--- config.mk ---
export PLATFORM = sky130hd
export DESIGN_NAME = particulate_frame_parser
export DESIGN_NICKNAME = d
export VERILOG_FILES = /design/src/hdl/pfp_pkg.sv /design/src/hdl/particulate_frame_parser.sv
export SDC_FILE = /design/constraint.sdc
export NUM_CORES = 1
export LEC_CHECK = 0
export BUFFER_PORTS_ARGS = -buffer_cell sky130_fd_sc_hd__buf_2
export CORE_UTILIZATION = 54
export CTS_CLUSTER_SIZE = 8
export DETAILED_ROUTE_END_ITERATION = 10
export HOLD_SLACK_MARGIN = 0.05
export PLACE_DENSITY = 0.75
export RECOVER_POWER = 100
export SETUP_SLACK_MARGIN = 0.3
export SLEW_MARGIN = 20
export SYNTH_ARGS = -nofsm -noshare
export SYNTH_HDL_FRONTEND = slang
export SYNTH_SLANG_ARGS = --single-unit
--- constraint.sdc ---
create_clock -name clk -period 5.6 [get_ports clk]
set_clock_uncertainty 0.2 [all_clocks]
set_input_delay 1.12 -clock clk [delete_from_list [all_inputs] [get_ports clk]]
set_output_delay 1.12 -clock clk [all_outputs]
set_load 0.1 [all_outputs]
--- src/hdl/pfp_pkg.sv ---
// Package for the particulate frame parser: frame layout constants and
// output word layout. No dependencies.
package pfp_pkg;

	localparam int unsigned FrameLen  = 32;
	localparam int unsigned SumEnd    = 30;
	localparam int unsigned WordFirst = 4;
	localparam int unsigned WordBytes = 12;
	localparam int unsigned WordCount = 6;

	localparam int unsigned PosW  = $clog2(FrameLen);
	localparam int unsigned WordW = 16;
	localparam int unsigned KW    = $clog2(WordCount);

	// output word: six readings, ok flag, mismatch count, padded to bytes
	localparam int unsigned OutBits = WordCount * WordW + 1 + WordW;
	localparam int unsigned OutW    = ((OutBits + 7) / 8) * 8;

	localparam logic [PosW-1:0] PosLast      = PosW'(FrameLen - 1);
	localparam logic [PosW-1:0] PosSumEnd    = PosW'(SumEnd);
	localparam logic [PosW-1:0] PosWordFirst = PosW'(WordFirst);
	localparam logic [PosW-1:0] PosWordEnd   = PosW'(WordFirst + WordBytes);

	typedef logic [WordW-1:0] word_t;

endpackage

--- src/hdl/particulate_frame_parser.sv ---
// Particulate frame parser top level: byte input stage, frame state and
// result register. Depends on pfp_pkg.
//
// The block counts received bytes into fixed 32-byte frames from the first
// byte after reset, with no header search. Bytes 0..29 are summed modulo
// 65536, bytes 4..15 give six big-endian 16-bit readings and bytes 30..31
// are the big-endian checksum. After byte 31 one result word comes out: the
// held readings (replaced only by a frame whose checksum matches), a
// checksum-ok flag and a saturating mismatch count. One byte is taken every
// cycle unless the stall below holds; each byte passes one input register and
// then the add/compare logic, and the result register takes a result when its
// last byte advances out of the input register. The only stall is a finished
// result at the output while the byte that would close the next frame waits.
module particulate_frame_parser
	import pfp_pkg::*;
(
	input  logic            clk,
	input  logic            arst_n,
	input  logic            s_axis_tvalid,
	output logic            s_axis_tready,
	input  logic [7:0]      s_axis_tdata,  // [7:0] rx_byte
	output logic            m_axis_tvalid,
	input  logic            m_axis_tready,
	// [15:0] pm1_standard, [31:16] pm25_standard, [47:32] pm10_standard,
	// [63:48] pm1_ambient, [79:64] pm25_ambient, [95:80] pm10_ambient,
	// [96] frame_ok, [112:97] mismatch_total, [119:113] zero
	output logic [OutW-1:0] m_axis_tdata
);

	logic            valid_s1;
	logic [7:0]      byte_s1;
	logic            advance_s1;
	logic            last_s1;

	logic [PosW-1:0] pos_q;
	word_t           sum_q;
	word_t           words_q [WordCount];
	logic [7:0]      cks_hi_q;
	word_t           held_q [WordCount];
	word_t           mis_q;

	logic            out_valid_q;
	logic [OutW-1:0] out_data_q;

	logic [PosW-1:0] widx;
	logic [KW-1:0]   wk;
	logic            in_words;
	logic            ok;
	word_t           mis_next;
	word_t           held_next [WordCount];
	logic [OutW-1:0] out_next;

	// stall only when a frame closes while the result register is full
	assign last_s1       = (pos_q == PosLast);
	assign advance_s1    = !(valid_s1 && last_s1 && out_valid_q && !m_axis_tready);
	assign s_axis_tready = !valid_s1 || advance_s1;

	// input register
	always_ff @(posedge clk or negedge arst_n) begin
		if (!arst_n) begin
			valid_s1 <= 1'b0;
		end else if (s_axis_tready) begin
			valid_s1 <= s_axis_tvalid;
		end
	end

	always_ff @(posedge clk) begin
		if (s_axis_tready && s_axis_tvalid) begin
			byte_s1 <= s_axis_tdata;
		end
	end

	// decode byte position
	assign widx     = pos_q - PosWordFirst;
	assign wk       = widx[KW:1];
	assign in_words = (pos_q >= PosWordFirst) && (pos_q < PosWordEnd);
	assign ok       = ({cks_hi_q, byte_s1} == sum_q);
	assign mis_next = (!ok && mis_q != '1) ? mis_q + word_t'(1) : mis_q;

	always_comb begin
		for (int i = 0; i < WordCount; i++) begin
			held_next[i] = ok ? words_q[i] : held_q[i];
		end
		out_next = '0;
		for (int i = 0; i < WordCount; i++) begin
			out_next[i*WordW +: WordW] = held_next[i];
		end
		out_next[WordCount*WordW]                 = ok;
		out_next[WordCount*WordW + 1 +: WordW]    = mis_next;
	end

	// frame state: position, sum, checksum, counter, held readings
	always_ff @(posedge clk or negedge arst_n) begin
		if (!arst_n) begin
			pos_q    <= '0;
			sum_q    <= '0;
			cks_hi_q <= '0;
			mis_q    <= '0;
			for (int i = 0; i < WordCount; i++) begin
				words_q[i] <= '0;
				held_q[i]  <= '0;
			end
		end else if (valid_s1 && advance_s1) begin
			pos_q <= pos_q + PosW'(1);
			if (pos_q < PosSumEnd) begin
				sum_q <= sum_q + word_t'(byte_s1);
			end
			if (pos_q == PosSumEnd) begin
				cks_hi_q <= byte_s1;
			end
			if (in_words) begin
				for (int i = 0; i < WordCount; i++) begin
					if (wk == KW'(i)) begin
						if (!widx[0]) begin
							words_q[i] <= {byte_s1, 8'h00};
						end else begin
							words_q[i] <= {words_q[i][WordW-1:8], byte_s1};
						end
					end
				end
			end
			if (last_s1) begin
				sum_q <= '0;
				mis_q <= mis_next;
				for (int i = 0; i < WordCount; i++) begin
					held_q[i] <= held_next[i];
				end
			end
		end
	end

	// result register
	always_ff @(posedge clk or negedge arst_n) begin
		if (!arst_n) begin
			out_valid_q <= 1'b0;
		end else if (valid_s1 && advance_s1 && last_s1) begin
			out_valid_q <= 1'b1;
		end else if (m_axis_tready) begin
			out_valid_q <= 1'b0;
		end
	end

	always_ff @(posedge clk) begin
		if (valid_s1 && advance_s1 && last_s1) begin
			out_data_q <= out_next;
		end
	end

	assign m_axis_tvalid = out_valid_q;
	assign m_axis_tdata  = out_data_q;

	// mismatch count never goes down
	a_mis_mono: assert property (@(posedge clk) disable iff (!arst_n)
		mis_q >= $past(mis_q))
		else $error("mismatch count decreased");

	// a new result only follows a frame's last byte
	a_out_src: assert property (@(posedge clk) disable iff (!arst_n)
		$rose(out_valid_q) |-> $past(valid_s1 && last_s1))
		else $error("result without closing byte");

	// a bad frame leaves a nonzero mismatch count
	a_bad_count: assert property (@(posedge clk) disable iff (!arst_n)
		(out_valid_q && !out_data_q[WordCount*WordW]) |->
			(out_data_q[WordCount*WordW + 1 +: WordW] != '0))
		else $error("bad frame with zero mismatch count");

endmodule

## Word-level counts from Yosys, hierarchy flattened

Index checks and enable logic that the tools add are counted.

| storage, ports and cells | value |
|---|---|
| register bits | 360 |
| output and inout port bits | 122 |

| cells by class | value |
|---|---|
| add/sub/neg operators | 4 |
| $lt $le $gt $ge | 3 |
| equality and inequality tests | 9 |
| muxes and demuxes | 17 |
| bitwise logic cells | 1 |
| reduce and logical (&&, ||, !) cells | 31 |

Operators with widths:

| operator | number |
|---|---|
| 16-bit two-way mux | 9 |
| 8-bit two-way mux | 6 |
| 4-bit AND reduction | 6 |
| 3-bit AND reduction | 6 |
| 16-bit by 1-bit adder with 16-bit output (second input constant) | 1 |
| 16-bit by 8-bit adder with 16-bit output | 1 |
| 16-bit == test | 1 |
| 16-bit inequality test (second input constant) | 1 |
| 5-bit == test (second input constant) | 2 |
| 5-bit < comparator (second input constant) | 2 |
| 1-bit logical AND | 8 |
| 3-bit by 2-bit == test with 1-bit output (second input constant) | 2 |
| 3-bit == test (second input constant) | 2 |
| 2-bit AND reduction | 3 |
| 5-bit by 1-bit adder with 5-bit output (second input constant) | 1 |
| 5-bit by 3-bit >= comparator with 1-bit output (second input constant) | 1 |
| 1-bit logical NOT | 4 |
| 2-bit nonzero test | 2 |
| 4-bit by 3-bit subtractor with 4-bit output (second input constant) | 1 |
| 3-bit by 1-bit == test with 1-bit output (second input constant) | 1 |
| 3-bit logical NOT | 1 |
| 1-bit two-way mux | 2 |
| 1-bit logical OR | 1 |
| 1-bit NOT | 1 |

## Longest topological paths before layout

Gate-level depths: netlist of run 1.

| depth | value |
|---|---|
| depth in word-level cells | 8 |
| gate-level depth with buffers | 11 |
| gate-level depth less buffers | 8 |

## Least setup slack after synthesis of run 1

No wires, ideal clock.

| path | value |
|---|---|
| path kind | input to register |
| from | input port m_axis_tready |
| to | register mis_q[12] |
| arrival time | 4442 ps |
| data required time | 5269 ps |
| setup slack | 827 ps |
| stages | 6 |
| buffers on the path | 1 |
| cells stage by stage | nand2b_1 nand3_1 clkbuf_1 inv_1 nand3_1 xnor2_1 |

| on the way | value |
|---|---|
| word-level cells in the longest chain between the ends | 5 |

RTL lines:

| what | RTL line | text |
|---|---|---|
| start, declared | particulate_frame_parser.sv:23 | `input logic m_axis_tready,` |
| 1-bit logical NOT | particulate_frame_parser.sv:55 | `assign advance_s1 = !(valid_s1 && last_s1 && out_valid_q && !m_axis_tready);` |
| 1-bit logical AND | particulate_frame_parser.sv:55 |  |
| 1-bit logical NOT | particulate_frame_parser.sv:55 |  |
| 1-bit logical AND | particulate_frame_parser.sv:103 | `end else if (valid_s1 && advance_s1) begin` |
| 2-bit AND reduction (no source line) | -- |  |
| end signal, assigned | particulate_frame_parser.sv:124 | `mis_q <= mis_next;` |
| end, declared | particulate_frame_parser.sv:40 | `word_t mis_q;` |

Every way passes these cells.
A chain may end at the register's enable or synchronous reset.

## Worst setup path in the final report of run 1

| path | value |
|---|---|
| from | register pos_q[2] |
| to | register out_data_q[5], in the netlist m_axis_tdata[5] (enable) |

| on the way | value |
|---|---|
| word-level cells in the longest chain between the ends | 7 |

RTL lines:

| what | RTL line | text |
|---|---|---|
| start, declared | particulate_frame_parser.sv:35 | `logic [PosW-1:0] pos_q;` |
| start signal, assigned | particulate_frame_parser.sv:104 | `pos_q <= pos_q + PosW'(1);` |
| 5-bit == test (*) | particulate_frame_parser.sv:54 | `assign last_s1 = (pos_q == PosLast);` |
| 1-bit logical AND (3 in series) | particulate_frame_parser.sv:55 |  |
| 1-bit logical NOT | particulate_frame_parser.sv:55 |  |
| 1-bit logical AND | particulate_frame_parser.sv:144 | `if (valid_s1 && advance_s1 && last_s1) begin` |
| 1-bit logical AND (*) | particulate_frame_parser.sv:144 |  |
| end signal, assigned | particulate_frame_parser.sv:145 | `out_data_q <= out_next;` |
| end, declared | particulate_frame_parser.sv:43 | `logic [OutW-1:0] out_data_q;` |

Mark *: on every way between the ends. The rest lies on a longest branch, timed or not.

==> flow_summary.ini, run 1 <==
[outcome]
status = finished, violations left
violations = capacitance limit, slew limit

[clocking]
clk_latency_ns = 0.54
tritoncts = done
numClockSinks = 360
postCtsHoldBufs = 0
cts_buffers = 50
cts_buffer_depth = 3
post_cts_buffers = 0
cts-root-buf = clkbuf_16
cts_htree_levels = 2
cts.clk_slew.worst_paths_ns = 0.05
post_cts_resized = 0

[die]
rows = 60
io_pins = 134
die_w_um = 169
start_util_pct = 55.5
core_area_um2 = 27300
die_area_um2 = 28700
die_y_um = 169

[layout]
drive_above_1_share_pct = 27.8
nets = 1145
seqCellArea_um2 = 9610
n_fill_cell = 2052
antenna_cells = 0
layout_commonest_cell = mux2_2
area_delta_synth_final_pct = 13.9
multi_input_area_um2 = 5070
final_cell_mix = mux2_2 (245), dfrtp_1 (239), clkbuf_1 (158), edfxtp_1 (121), mux2_1 (52)

[power_and_ir_drop]
p_per_area_nw_per_um2 = 436
vdd_drop_max_v = 0.000238
leakage_nw = 7.47

[grt]
grt_use_total_pct = 21.7
grt_max_degree = 132
antenna_found_initial = 0
grt_overflow = 0
grt_pass1_wl_um = 48100
grt_pass1_vias = 8558

[timing]
worstMarginPinSlew_ns = 3.22
period_needed_ns = 4.67
final.setup.worst_slack_ns = 0.934
setup_viol = 0
fin_crit_sh_pct = 83.3
slew_violations = 124
fmax_mhz = 214
timing.slew.headroom_pct = -115
finalSetupTns_ns = 0
rsz0062_at_grt = no
hold_violations = 0

[route]
dr.pass1.iters = 5
totalWireLength_um = 30100
vias = 8415
drtIter0Drc = 529
viasPerCell = 5.51
routedWlPerCell_um = 19.7
drc = 0
ant_nets = 0

[critical_path]
cp.arrival_ns = 4.60
end_kind = flop
critPathLaunchType = flop
crit_type = reg2reg
path_max_fanout = 64
required_ns = 5.53

[synth]
synthCells = 971
synth-seq-cells = 360
yosysTopAreaCellShare_pct = 39.5
ys_warn_count = 0
ys_seq_area_share_pct = 63.5
synth.area.top_cells = dfrtp_1 (40%), edfxtp_1 (24%), mux2_2 (19%)
yosysTopAreaCell = dfrtp_1
synth_ff_type = dfrtp_1
async_flop_share_pct = 66.4
synth.cell_area_um2 = 15100
netlist-cell-type-count = 58
synth_edf_count = 121
postSynthAreaPerCell_um2 = 15.6

[placed_design]
placement.io_buffers = 126
dpl.hpwl_um = 18700
preCtsSetupSlack_ns = 1.50
gp_congestion = 0.831

[min_path]
hold_class = reg2reg

[flow_run]
maxCapViolations = 5
## worst max-delay path: stages (launching register included)
cell and delay (ns):
dfrtp_1 0.57, ha_1 0.22, and2_0 0.13, ha_1 0.47, nand3_1 0.50, inv_4 0.77
clkbuf_1 1.32
## synthesized netlist by cell type (9+ instances only)
cell type	n
nand2_1	38
dfrtp_1	239
clkbuf_1	12
mux2_1	41
mux2_2	256
edfxtp_1	121
a21oi_1	10
xnor2_1	20
and3_1	13
nor2_1	12
nand3_1	14
inv_1	10
buf_4	13
ha_1	14
nand4_1	12
and2_1	9
xor2_1	20
buf_6	17
## metal layers
metal  global-route usage, %  routed length (um)  part of all wire [%]  up-vias
li1                        -                   -                     -     3849
met2                    34.2               14300                    48      196
met1                    31.0               13900                    46     4326
met5                       0                   0                     0        -
met3                    4.29                1460                   4.9       44
met4                    5.44                 427                   1.4        0
## worst paths after layout
check | slack (ns) | startpoint | end | cells after the start
worst min register to register | 0.28 | held_q[91] | held_q[91] | 1
worst max-delay path | 0.93 | pos_q[2] | m_axis_tdata[5] | 6
worst min-delay path | 0.28 | held_q[91] | held_q[91] | 1
min in group asynchronous | 1.46 | arst_n | held_q[11] | 1
worst max register to register | 0.93 | pos_q[2] | m_axis_tdata[5] | 6
max in group asynchronous | 1.41 | arst_n | words_q[36] | 3
## final cells by class
cell class                 instances  share of cell area, %
timing repair buffer             136                   3.40
multi-input combinational        558                   29.4
sequential                       360                   55.8
tap                              372                   2.70
inverter                          12                  0.290
clock inverter                     2                  0.167
clock buffer                      88                   8.21
## where the power goes
group / switching (W) / internal, W
combinational: 0.000689 / 0.000535
clock: 0.00105 / 0.00169
sequential: 0.000392 / 0.00316
## sequential cells by signal, summed over array words and instances, names as in the netlist
name,flops
m_axis_tdata,113
held_q,96
words_q,96
mis_q,16
sum_q,16
byte_s1,8
cks_hi_q,8
pos_q,5
m_axis_tvalid,1
valid_s1,1
## logic make-up (layout without fill, tap and decap cells)
logic type	count (synthesis)	in the layout	synth area share [%]
XOR/XNOR	40	40	2.32
AO/OA/AOI/OAI	47	47	2.19
buffers and inverters	59	238	2.67
other	1	7	0.0248
adder cells (fa/ha/maj)	15	15	1.29
flip-flops	360	360	63.5
AND/OR/NAND/NOR	148	148	5.61
multiplexers	301	301	22.4
## per-stage QoR
stage | util [%] | area, um^2 | total power [W] | cells | hold slack, ns
3_5_place_dp | 58.8 | 16000 | 0.00483 | 1437 | 0.269
6_report | 63.2 | 17200 | 0.00752 | 1528 | 0.278
2_1_floorplan | - | 15200 | 0.00444 | 977 | 0.247
3_3_place_gp | 58.8 | 16000 | 0.00477 | 1437 | 0.264
5_1_grt | 63.2 | 17200 | 0.00787 | 1528 | 0.300
4_1_cts | 64.1 | 17500 | 0.00762 | 1527 | 0.283
Power figures use the tool's default switching activity.
==> run 2: changes to the inputs <==
- PLACE_DENSITY: 0.75 -> 0.78
- clock period: 5.6 -> 3.9 ns (I/O delays scaled with it)
==> flow_summary.ini, run 2 (same netlist as run 1, synthesis figures left out) <==
[layout]
finalNonFillerCells = 1550
drive_above_1_share_pct = 30.3
largest_reg_flops = 113
area_delta_synth_final_pct = 15.7
final_cell_mix = mux2_2 (254), dfrtp_1 (238), clkbuf_1 (159), edfxtp_1 (121), clkbuf_16 (51)
nets = 1165
antenna_cells = 0
layout_commonest_cell = mux2_2
n_fill_cell = 2013
postLayoutCellArea_um2 = 17500

[flow_run]
maxCapViolations = 1

[route]
viasPerCell = 5.56
ant_nets = 0
drc = 0
routedWlPerCell_um = 19.9
drtIter0Drc = 607
totalWireLength_um = 30800
dr.pass1.iters = 9
vias = 8620

[die]
rows = 60
start_util_pct = 55.5
die_area_um2 = 28700
io_pins = 134
die_w_um = 169
core_area_um2 = 27300
die_y_um = 169

[grt]
grt_pass1_vias = 8835
grt_overflow = 0
antenna_found_initial = 0
grt_use_total_pct = 22.3
grt_pass1_wl_um = 49200
grt_max_degree = 91

[timing]
finalSetupTns_ns = 0
worstMarginPinSlew_ns = 2.50
period_needed_ns = 3.58
fin_crit_sh_pct = 91.8
slew_violations = 89
worst_hold_slack_ns = 0.218
fmax_mhz = 279
setup_viol = 0
timing.slew.headroom_pct = -66.7
rsz0062_at_grt = yes
hold_violations = 0

[critical_path]
crit_type = reg2reg
cp.arrival_ns = 3.81
end_kind = flop
rr_worst_depth = 7
required_ns = 4.13
critPathLaunchType = flop
path_max_fanout = 62

[clocking]
cts_buffer_depth = 3
cts-root-buf = clkbuf_16
numClockSinks = 360
postCtsHoldBufs = 0
cts.clk_slew.worst_paths_ns = 0.05
tritoncts = done
cts_htree_levels = 2
clk_latency_ns = 0.56
cts_buffers = 50

[placed_design]
dpl.hpwl_um = 19100
post_dp_cell_area_um2 = 16300
dp_cells = 1458
placement.io_buffers = 126
gp_congestion = 0.844

[power_and_ir_drop]
p_per_area_nw_per_um2 = 621
leakage_nw = 7.60
vdd_drop_max_v = 0.000388

[outcome]
violations = capacitance limit, slew limit
status = finished, violations left

[min_path]
hold_class = in2reg
hold_depth = 1
## run 2: cell count changes in the layout (fill, tap and decap cells not counted), sizes merged
cell | previous run | this run
clkinv | 1 | 2
clkinvlp | 0 | 1
buf | 13 | 29
clkbuf | 211 | 217
inv | 13 | 11
## run 2: worst max-delay path: stages (launching register included)
cell      delay (ns)
edfxtp_1        0.45
ha_1            0.40
nor4_1          0.34
nand2_1         0.14
or3_1           0.73
nor2_8          0.21
buf_6           0.49
mux2_2          0.42
## run 2: area by class of cell
cell class	instances	area (um^2)	area share, %
clock buffer	90	1420	8.13
clock inverter	2	50.0	0.286
inverter	12	53.8	0.307
multi-input combinational	558	5120	29.3
sequential	360	9620	54.9
tap	372	465	2.66
timing repair buffer	156	772	4.41
## run 2: worst paths after layout
| kind | start | end | slack [ns] |
|---|---|---|---|
| worst max-delay path | byte_s1[7] | held_q[3] | 0.32 |
| worst min-delay path | s_axis_tdata[5] | byte_s1[5] | 0.22 |
| worst max register to register | byte_s1[7] | held_q[3] | 0.32 |
| worst min register to register | held_q[87] | held_q[87] | 0.28 |
| max in group asynchronous | arst_n | words_q[18] | 0.78 |
| min in group asynchronous | arst_n | held_q[49] | 0.75 |
## run 2: routing by layer
layer / up-vias / wire (um) / track usage [%]
li1: 3909 / - / -
met1: 4458 / 13800 / 31.4
met2: 208 / 15100 / 36.3
met3: 45 / 1470 / 3.61
met4: 0 / 468 / 5.60
met5: - / 0 / 0
## run 2: through the flow
| step | total power (W) | util, % | worst slack [ns] |
|---|---|---|---|
| after detailed placement | 0.00693 | 59.6 | 0.412 |
| after CTS | 0.0110 | 65.0 | 0.429 |
| after global placement | 0.00683 | 59.6 | 0.468 |
| after global routing | 0.0114 | 64.2 | 0.151 |
| final | 0.0109 | 64.2 | 0.321 |
| after floorplan | 0.00638 | - | -0.0290 |
## run 2: where the power goes
group	internal, W	leakage, nW	switching (W)
Sequential	0.00453	4.15	0.000489
Combinational	0.000799	2.75	0.00104
Clock	0.00245	0.696	0.00156
Total	0.00778	7.60	0.00309
## run 2: repair_timing
item                                    in CTS  in global routing
endpoints found under the setup margin       0                 64
resized for setup                            0                  1
setup buffers                                0                  0
